`config.mk`:
```
export PLATFORM = sky130hd
export DESIGN_NAME = midi_event_ordered_list
export DESIGN_NICKNAME = d
export VERILOG_FILES = /design/src/hw/rtl/mel_pkg.sv /design/src/hw/rtl/midi_event_ordered_list.sv /design/src/hw/rtl/mel_ram.sv /design/src/hw/rtl/mel_ctrl.sv
export VERILOG_INCLUDE_DIRS = /design/src /design/src/hw/rtl
export SDC_FILE = /design/constraint.sdc
export NUM_CORES = 2
export LEC_CHECK = 0
export BUFFER_PORTS_ARGS = -buffer_cell sky130_fd_sc_hd__buf_2
export CORE_ASPECT_RATIO = 0.7
export CORE_MARGIN = 5
export CORE_UTILIZATION = 45
export CTS_CLUSTER_SIZE = 24
export DETAILED_ROUTE_END_ITERATION = 12
export HOLD_SLACK_MARGIN = 0.02
export SKIP_CTS_REPAIR_TIMING = 1
export SLEW_MARGIN = 20
export SYNTH_ARGS = -nofsm -noshare
export SYNTH_HDL_FRONTEND = slang
export SYNTH_SLANG_ARGS = --single-unit
```
`constraint.sdc`:
```
create_clock -name clk -period 15.4 [get_ports clk]
set_clock_uncertainty 0.2 [all_clocks]
set_input_delay 3.08 -clock clk [delete_from_list [all_inputs] [get_ports clk]]
set_output_delay 3.08 -clock clk [all_outputs]
set_load 0.01 [all_outputs]
```
`src/hw/rtl/assert_macros.svh`:
```
// Assertion macros for the RTL of the MIDI event list; mel_ctrl uses them.
`ifndef ASSERT_MACROS_SVH
`define ASSERT_MACROS_SVH
`ifndef SYNTHESIS
`define ASSERT_PROP(lbl, clk, rst, prop, msg) \
  lbl: assert property (@(posedge clk) disable iff (rst) prop) else $error(msg);
`define ASSERT_ALWAYS(lbl, clk, prop, msg) \
  lbl: assert property (@(posedge clk) prop) else $error(msg);
`else
`define ASSERT_PROP(lbl, clk, rst, prop, msg)
`define ASSERT_ALWAYS(lbl, clk, prop, msg)
`endif
`endif

```
`src/hw/rtl/mel_pkg.sv`:
```
// Package with the types, command codes and constants of the MIDI event list.
package mel_pkg;

  localparam int DEPTH_DEF = 64;
  localparam int CMP_W = 10;
  localparam int LEN_W = 7;
  localparam int POS_W = 6;
  localparam logic [LEN_W-1:0] MAX_LEN_RST = 7'd64;

  localparam logic [2:0] CMD_APPEND = 3'd0;
  localparam logic [2:0] CMD_INSERT = 3'd1;
  localparam logic [2:0] CMD_DROP   = 3'd2;
  localparam logic [2:0] CMD_CLEAR  = 3'd3;
  localparam logic [2:0] CMD_READ   = 3'd4;
  localparam logic [2:0] CMD_SEEK   = 3'd5;

  typedef struct packed {
    logic [2:0]       command;
    logic [POS_W-1:0] position;
    logic [7:0]       msg_type;
    logic [3:0]       msg_channel;
    logic [6:0]       note_value;
    logic [6:0]       note_data;
    logic [31:0]      event_tick;
  } in_t;

  typedef struct packed {
    logic             done_ok;
    logic [POS_W-1:0] found_index;
    logic [7:0]       out_type;
    logic [3:0]       out_channel;
    logic [6:0]       out_value;
    logic [6:0]       out_data;
    logic [31:0]      out_tick;
    logic [LEN_W-1:0] list_count;
  } out_t;

  typedef struct packed {
    logic [7:0]  msg_type;
    logic [3:0]  msg_channel;
    logic [6:0]  note_value;
    logic [6:0]  note_data;
    logic [31:0] event_tick;
  } entry_t;

  localparam int ENTRY_W = $bits(entry_t);

endpackage

```
`src/hw/rtl/midi_event_ordered_list.sv`:
```
// Top level of the MIDI event ordered list: configuration, sequencer, RAM, output register.
//
// Commands arrive on the input channel (in_valid, in_stall, in_item); one
// result per transaction leaves on the output channel (out_valid, out_stall,
// out_item). A transaction is accepted when valid is high and stall is low.
// Entries live in a single simple dual-port RAM with a registered read port.
// Append, clear, refused commands, an insert at the tail and a drop of the last
// entry finish without touching the read port and go from idle straight to the
// done state. Other reads, seeks, inserts and drops sweep the RAM one entry per
// cycle through its read port, writing each shifted entry back in the cycle
// after its read, then pass through the drain state to the done state; an
// insert also passes a final state that writes the new entry.
// The next command is taken once the previous result has moved into the
// output register, so a waiting result does not hold back the next command.
// While out_stall is high the output register holds its transaction and a
// finished result waits inside the sequencer. cfg_write loads max_length (limit
// on entries, capped at DEPTH); the user must use it only when the block is idle,
// which the block does not enforce. Synchronous reset empties the list, sets
// max_length to 64 and clears out_valid; RAM contents stay, no clearing pass is needed.
module midi_event_ordered_list import mel_pkg::*; #(
  parameter int DEPTH = DEPTH_DEF,
  localparam int AW = $clog2(DEPTH)
) (
  input  logic             clk,
  input  logic             rst,
  input  logic             cfg_write,
  input  logic [LEN_W-1:0] cfg_data,
  input  logic             in_valid,
  output logic             in_stall,
  input  in_t              in_item,
  output logic             out_valid,
  input  logic             out_stall,
  output out_t             out_item
);

  logic [LEN_W-1:0] max_length;
  logic             res_valid;
  logic             res_ready;
  out_t             res;
  logic             mem_we;
  logic [AW-1:0]    mem_waddr;
  entry_t           mem_wdata;
  logic             mem_re;
  logic [AW-1:0]    mem_raddr;
  entry_t           mem_rdata;

  assign res_ready = !out_valid || !out_stall;

  always_ff @(posedge clk) begin
    if (rst) begin
      max_length <= MAX_LEN_RST;
    end else if (cfg_write) begin
      max_length <= cfg_data;
    end
  end

  always_ff @(posedge clk) begin
    if (rst) begin
      out_valid <= 1'b0;
    end else if (res_ready) begin
      out_valid <= res_valid;
    end
  end

  always_ff @(posedge clk) begin
    if (res_ready && res_valid) begin
      out_item <= res;
    end
  end

  mel_ctrl #(
    .DEPTH(DEPTH)
  ) u_ctrl (
    .clk       (clk),
    .rst       (rst),
    .max_length(max_length),
    .in_valid  (in_valid),
    .in_stall  (in_stall),
    .in_item   (in_item),
    .res_valid (res_valid),
    .res_ready (res_ready),
    .res       (res),
    .mem_we    (mem_we),
    .mem_waddr (mem_waddr),
    .mem_wdata (mem_wdata),
    .mem_re    (mem_re),
    .mem_raddr (mem_raddr),
    .mem_rdata (mem_rdata)
  );

  mel_ram #(
    .WIDTH(ENTRY_W),
    .DEPTH(DEPTH)
  ) u_ram (
    .clk  (clk),
    .we   (mem_we),
    .waddr(mem_waddr),
    .wdata(mem_wdata),
    .re   (mem_re),
    .raddr(mem_raddr),
    .rdata(mem_rdata)
  );

endmodule

```
`src/hw/rtl/mel_ram.sv`:
```
// Generic simple dual-port RAM with one write port and a registered read port.
module mel_ram #(
  parameter int WIDTH = 8,
  parameter int DEPTH = 64,
  localparam int AW = $clog2(DEPTH)
) (
  input  logic             clk,
  input  logic             we,
  input  logic [AW-1:0]    waddr,
  input  logic [WIDTH-1:0] wdata,
  input  logic             re,
  input  logic [AW-1:0]    raddr,
  output logic [WIDTH-1:0] rdata
);

  logic [WIDTH-1:0] mem [DEPTH];

  always_ff @(posedge clk) begin
    if (we) begin
      mem[waddr] <= wdata;
    end
    if (re) begin
      rdata <= mem[raddr];
    end
  end

endmodule

```
`src/hw/rtl/mel_ctrl.sv`:
```
// Command sequencer that reads, shifts and writes back list entries in the RAM.
`include "assert_macros.svh"
module mel_ctrl import mel_pkg::*; #(
  parameter int DEPTH = DEPTH_DEF,
  localparam int AW = $clog2(DEPTH),
  localparam int CW = $clog2(DEPTH + 1)
) (
  input  logic             clk,
  input  logic             rst,
  input  logic [LEN_W-1:0] max_length,
  input  logic             in_valid,
  output logic             in_stall,
  input  in_t              in_item,
  output logic             res_valid,
  input  logic             res_ready,
  output out_t             res,
  output logic             mem_we,
  output logic [AW-1:0]    mem_waddr,
  output entry_t           mem_wdata,
  output logic             mem_re,
  output logic [AW-1:0]    mem_raddr,
  input  entry_t           mem_rdata
);

  typedef enum logic [4:0] {
    S_IDLE  = 5'b00001,
    S_SCAN  = 5'b00010,
    S_DRAIN = 5'b00100,
    S_FIN   = 5'b01000,
    S_DONE  = 5'b10000
  } state_t;

  state_t        state, state_next;
  logic [CW-1:0] count, count_next;
  logic [2:0]    cmd, cmd_next;
  logic [AW-1:0] pos_a, pos_a_next;
  entry_t        ent, ent_next;
  logic [AW-1:0] idx, idx_next;
  logic [AW-1:0] idx_end, idx_end_next;
  logic          rv;
  logic [AW-1:0] raddr_q;
  out_t          result, result_next;

  logic [CMP_W-1:0] cnt_w, pos_w, lim_w, len_w, dep_w;
  entry_t           new_ent;

  assign in_stall  = (state != S_IDLE);
  assign res_valid = (state == S_DONE);
  assign mem_re    = (state == S_SCAN);
  assign mem_raddr = idx;

  always_comb begin
    res = result;
    res.list_count = LEN_W'(count);
  end

  always_comb begin
    state_next   = state;
    count_next   = count;
    cmd_next     = cmd;
    pos_a_next   = pos_a;
    ent_next     = ent;
    idx_next     = idx;
    idx_end_next = idx_end;
    result_next  = result;
    mem_we       = 1'b0;
    mem_waddr    = '0;
    mem_wdata    = ent;
    cnt_w = CMP_W'(count);
    pos_w = CMP_W'(in_item.position);
    len_w = CMP_W'(max_length);
    dep_w = CMP_W'(DEPTH);
    lim_w = (len_w < dep_w) ? len_w : dep_w;
    new_ent = '{msg_type: in_item.msg_type, msg_channel: in_item.msg_channel,
                note_value: in_item.note_value, note_data: in_item.note_data,
                event_tick: in_item.event_tick};

    case (state)
      S_IDLE: begin
        if (in_valid) begin
          cmd_next    = in_item.command;
          pos_a_next  = AW'(pos_w);
          ent_next    = new_ent;
          result_next = '0;
          state_next  = S_DONE;
          case (in_item.command)
            CMD_APPEND: begin
              if (cnt_w < lim_w) begin
                mem_we    = 1'b1;
                mem_waddr = AW'(cnt_w);
                mem_wdata = new_ent;
                count_next = count + CW'(1);
                result_next.done_ok = 1'b1;
              end
            end
            CMD_INSERT: begin
              if (cnt_w < lim_w && pos_w <= cnt_w) begin
                result_next.done_ok = 1'b1;
                if (pos_w == cnt_w) begin
                  mem_we    = 1'b1;
                  mem_waddr = AW'(pos_w);
                  mem_wdata = new_ent;
                  count_next = count + CW'(1);
                end else begin
                  idx_next     = AW'(cnt_w - CMP_W'(1));
                  idx_end_next = AW'(pos_w);
                  state_next   = S_SCAN;
                end
              end
            end
            CMD_DROP: begin
              if (pos_w < cnt_w) begin
                result_next.done_ok = 1'b1;
                if (pos_w == cnt_w - CMP_W'(1)) begin
                  count_next = count - CW'(1);
                end else begin
                  idx_next     = AW'(pos_w + CMP_W'(1));
                  idx_end_next = AW'(cnt_w - CMP_W'(1));
                  state_next   = S_SCAN;
                end
              end
            end
            CMD_CLEAR: begin
              count_next = '0;
              result_next.done_ok = 1'b1;
            end
            CMD_READ: begin
              if (pos_w < cnt_w) begin
                idx_next     = AW'(pos_w);
                idx_end_next = AW'(pos_w);
                state_next   = S_SCAN;
              end
            end
            CMD_SEEK: begin
              if (cnt_w != '0) begin
                idx_next     = '0;
                idx_end_next = AW'(cnt_w - CMP_W'(1));
                state_next   = S_SCAN;
              end
            end
            default: begin
            end
          endcase
        end
      end
      S_SCAN: begin
        if (idx == idx_end) begin
          state_next = S_DRAIN;
        end else if (cmd == CMD_INSERT) begin
          idx_next = idx - AW'(1);
        end else begin
          idx_next = idx + AW'(1);
        end
      end
      S_DRAIN: begin
        if (cmd == CMD_INSERT) begin
          state_next = S_FIN;
        end else begin
          if (cmd == CMD_DROP) begin
            count_next = count - CW'(1);
          end
          state_next = S_DONE;
        end
      end
      S_FIN: begin
        mem_we     = 1'b1;
        mem_waddr  = pos_a;
        mem_wdata  = ent;
        count_next = count + CW'(1);
        state_next = S_DONE;
      end
      S_DONE: begin
        if (res_ready) begin
          state_next = S_IDLE;
        end
      end
      default: begin
        state_next = S_IDLE;
      end
    endcase

    // Data returned by the RAM is handled in the cycle after its read.
    if (rv) begin
      case (cmd)
        CMD_INSERT: begin
          mem_we    = 1'b1;
          mem_waddr = raddr_q + AW'(1);
          mem_wdata = mem_rdata;
        end
        CMD_DROP: begin
          mem_we    = 1'b1;
          mem_waddr = raddr_q - AW'(1);
          mem_wdata = mem_rdata;
        end
        CMD_READ: begin
          result_next.done_ok     = 1'b1;
          result_next.out_type    = mem_rdata.msg_type;
          result_next.out_channel = mem_rdata.msg_channel;
          result_next.out_value   = mem_rdata.note_value;
          result_next.out_data    = mem_rdata.note_data;
          result_next.out_tick    = mem_rdata.event_tick;
        end
        CMD_SEEK: begin
          if (mem_rdata.note_value == ent.note_value) begin
            result_next.done_ok     = 1'b1;
            result_next.found_index = POS_W'(raddr_q);
          end
        end
        default: begin
        end
      endcase
    end
  end

  always_ff @(posedge clk) begin
    if (rst) begin
      state <= S_IDLE;
      count <= '0;
      rv    <= 1'b0;
    end else begin
      state <= state_next;
      count <= count_next;
      rv    <= (state == S_SCAN);
    end
  end

  always_ff @(posedge clk) begin
    cmd     <= cmd_next;
    pos_a   <= pos_a_next;
    ent     <= ent_next;
    idx     <= idx_next;
    idx_end <= idx_end_next;
    raddr_q <= idx;
    result  <= result_next;
  end

  `ASSERT_ALWAYS(a_reset_idle, clk, rst |=> (state == S_IDLE && !rv && count == '0),
                 "Sequencer not idle and empty after reset")
  `ASSERT_PROP(a_count_bound, clk, rst, CMP_W'(count) <= CMP_W'(DEPTH),
               "Entry count exceeds the memory depth")
  `ASSERT_PROP(a_rv_follows_scan, clk, rst, rv |-> $past(state) == S_SCAN,
               "Read data flagged without a read issued in the previous cycle")
  `ASSERT_PROP(a_no_same_entry, clk, rst, (mem_we && mem_re) |-> mem_waddr != mem_raddr,
               "Write and read of the same entry in one cycle")

endmodule

```
==> results.sh <==
export IMPL_cts_sinks=4013
export IMPL_dpl_cell_count=11040
export IMPL_syn_avg_cell_area_um2=23.69
export IMPL_netlist_area_um2=153400
export IMPL_fin_crit_sh_pct=51.07
export IMPL_root_buffer="clkbuf_16"
export IMPL_tightest_slew_ns=1.217
export IMPL_ff2ff_setup_slack_ns=8.81
export IMPL_rsz0062_at_grt="false"
export IMPL_fin_cells=11750
export IMPL_die_h_um=498.6
export IMPL_status="finished, final reports clean"
export IMPL_drtPass1Iterations=6
export IMPL_final_layout_size_suffix_gt1_share_pct=31.84
export IMPL_cts_buffers=384
export IMPL_synth_edff_count=3921
export IMPL_grt_pass1_vias=71980
export IMPL_min_path_type="flip-flop to flip-flop"
export IMPL_vias=74110
export IMPL_synth_top_flop_cell="edfxtp_1"
export IMPL_required_ns=15.71
export IMPL_viasPerCell=6.306
export IMPL_worstPathArrival_ns=8.17
export IMPL_hpwl_mm=235.6
export IMPL_grt_overflow=0
export IMPL_worst_setup_path_type="primary input to flip-flop"
export IMPL_setup_tns_ns=0
export IMPL_synth_seq_cells=4013
export IMPL_async_reset_ff_share_pct=0
export IMPL_routedWlPerCell_um=35.88
export IMPL_cts_max_path_buffers=4
export IMPL_ios=153
export IMPL_grt_use_met3_pct=4.956
export IMPL_antenna_found_initial=39
export IMPL_nets=7010
export IMPL_peakVddDrop_v=0.00009536
export IMPL_drt_initial_drc_count=10860
export IMPL_antenna_left=0
export IMPL_busiest_layer="met1"
export IMPL_cellPowerDensity_nw_per_um2=141.3
export IMPL_place_congestion=0.8572
export IMPL_cp_start_kind="primary input"
export IMPL_fin_crit_ns=7.865
export IMPL_p_leak_nw=53.66
export IMPL_final_cell_area_um2=173900
export IMPL_grt_usage_pct=23.67
export IMPL_fmax_ghz=0.1271
export IMPL_initial_core_util_pct=45.16
export IMPL_critPathLaunch="in_item[58]"
export IMPL_num_rows=179
export IMPL_hold_depth=0
export IMPL_yosysSeqAreaShare_pct=77.93
export IMPL_ys_warnings_count=0
export IMPL_grt_util_met2_pct=34.27
export IMPL_use_met1_pct=37.29
export IMPL_drc=0
export IMPL_dieArea_um2=353000
export IMPL_syn_inst=6478
export IMPL_hp_start="u_ctrl.res[24]"
export IMPL_synthToLayoutAreaGrowth_pct=13.31
export IMPL_cts_tree="yes"
export IMPL_timing_hold_violations_final=0
export IMPL_end_kind="flip-flop"
export IMPL_grt_pass1_wl_mm=586.0
export IMPL_die_w_um=707.9
export IMPL_max_slew_margin_pct=18.85
export IMPL_r2r_start="u_ctrl.count[3]"
export IMPL_core_um2=339800
export IMPL_setup_viol=0
export IMPL_clk_pin_slew_ns=0.06
export IMPL_cp_max_fo=38
export IMPL_syn_num_nets=6583
export IMPL_synth_cell_types=67
export IMPL_cts_max_level=5
export IMPL_fillers=26010
export IMPL_grt_max_degree=164
export IMPL_hold_path_endpoint="out_item[24]"
export IMPL_fin_util_pct=51.18
export IMPL_r2r_end="u_ram.mem[35][3]"
export IMPL_insertion_delay_ns=0.95
export IMPL_worst_r2r_path_depth=9
export IMPL_cap_violations=0
export IMPL_place_area_um2=161600
export IMPL_wirelength_mm=421.7
export IMPL_final_max_slew_violation_count=0
export IMPL_io_buffer_count=152
area by class of cell:
class	count	area, µm²	area share (%)
flip-flops and latches	4013	119600	68.78
repair buffers	390	2805	1.613
well taps	4525	5662	3.256
multi-input cells	2090	33440	19.23
diodes	13	32.53	0.01871
clock buffers	473	10170	5.850
inverters	26	102.6	0.05901
clock inverters	222	2078	1.195
layout by cell type (no fill, tap or decap), drive strengths merged, types with 9 or more instances in the layout:
cell,netlist,routed
bufinv,0,34
o21ai,169,169
nor2,101,101
ha,24,24
mux4,1191,1191
clkinv,0,173
o211ai,12,12
mux2,30,30
clkbuf,199,473
xor2,11,11
xnor2,28,28
nand2,254,254
diode,0,13
dfxtp,92,92
edfxtp,3921,3921
inv,26,38
buf,150,390
nand3,17,17
nor2b,9,9
nor3,12,12
mux2i,95,95
a21oi,32,32
cells in the mapped netlist, types with 3 or more instances:
cell type	number	area share (%)
nor4_1	3	0.012
o221ai_1	3	0.017
inv_1	26	0.064
a31oi_1	7	0.029
and2_1	5	0.020
and3_1	4	0.016
edfxtp_1	3921	77
a311oi_1	4	0.023
mux2_2	30	0.22
o21ai_0	169	0.55
or2_2	4	0.016
dfxtp_1	92	1.2
nand4_1	5	0.020
mux4_2	1191	17
ha_1	24	0.20
nand3b_1	4	0.020
buf_2	103	0.34
nand3_1	17	0.055
a31o_2	3	0.017
o211ai_1	12	0.059
a21o_1	6	0.029
nor2_1	101	0.25
buf_4	4	0.020
nand2b_1	7	0.029
o41ai_1	3	0.017
o21a_1	3	0.015
a21oi_1	32	0.10
nor3_1	11	0.036
nor2b_1	9	0.037
nor3b_1	3	0.015
buf_1	35	0.086
clkbuf_1	199	0.49
nand2_1	254	0.62
o22ai_1	5	0.020
buf_6	8	0.059
xnor2_1	27	0.15
xor2_1	11	0.063
mux2i_1	95	0.62
how the worst max path moves through the flow:
stage                        end  slack [ns]
6_report        u_ram.mem[35][3]        7.53
5_1_grt        u_ram.mem[34][25]        7.42
4_1_cts        u_ram.mem[36][45]        7.53
3_5_place_dp   u_ram.mem[36][34]        6.55
3_3_place_gp   u_ram.mem[36][48]        6.62
2_1_floorplan   u_ram.mem[0][37]        6.42
critical path, stage by stage:
cell,delay (ns)
buf_2,0.19
inv_1,0.07
ha_1,0.31
and3_1,0.27
and4_1,0.28
a22oi_1,0.18
nor2b_1,0.09
o22ai_1,0.83
nand2_1,0.91
nor2_4,1.03
buf_4,0.76
flip-flops by register name (all words and copies together), names as in the netlist, 3 cells and up:
name              count
u_ctrl.count          7
u_ctrl.mem_raddr      6
u_ram.mem          3712
u_ctrl.pos_a          6
u_ctrl.cmd            3
u_ram.rdata          58
u_ctrl.ent           58
u_ctrl.state          5
u_ctrl.idx_end        6
max_length            7
u_ctrl.raddr_q        6
out_item             72
u_ctrl.res           65
stage by stage:
stage | power (mW) | hold slack (ns) | setup WS (ns)
floorplan | 14.49 | 0.1462 | 6.421
global placement | 15.42 | 0.2153 | 6.621
detailed placement | 15.48 | 0.2190 | 6.552
CTS | 24.73 | 0.2156 | 7.527
global route | 25.35 | 0.2312 | 7.417
finish | 24.57 | 0.2185 | 7.535
cells by family after synthesis:
group	Yosys count	synth area share [%]
DFF	4013	77.93
muxes	1316	18.32
and+or+nand+nor	438	1.216
buffers and inverters	375	1.050
AOI/OAI and AO/OA	271	1.031
xor gates and xnor gates	39	0.2275
adders and majority gates	26	0.2218
metal layers:
metal	vias to the layer above	part of all wire (%)
met5	-	0.0097
met4	6	2.2
met3	539	10
met2	4176	44
met1	40840	43
li1	28550	-
power by group:
| group | total [mW] | switching [mW] | internal, mW |
|---|---|---|---|
| clock network | 9.34 | 4.07 | 5.27 |
| logic | 2.69 | 1.70 | 0.998 |
| registers | 12.5 | 0.0516 | 12.5 |
| total | 24.6 | 5.82 | 18.8 |
Power figures use the tool's default switching activity.
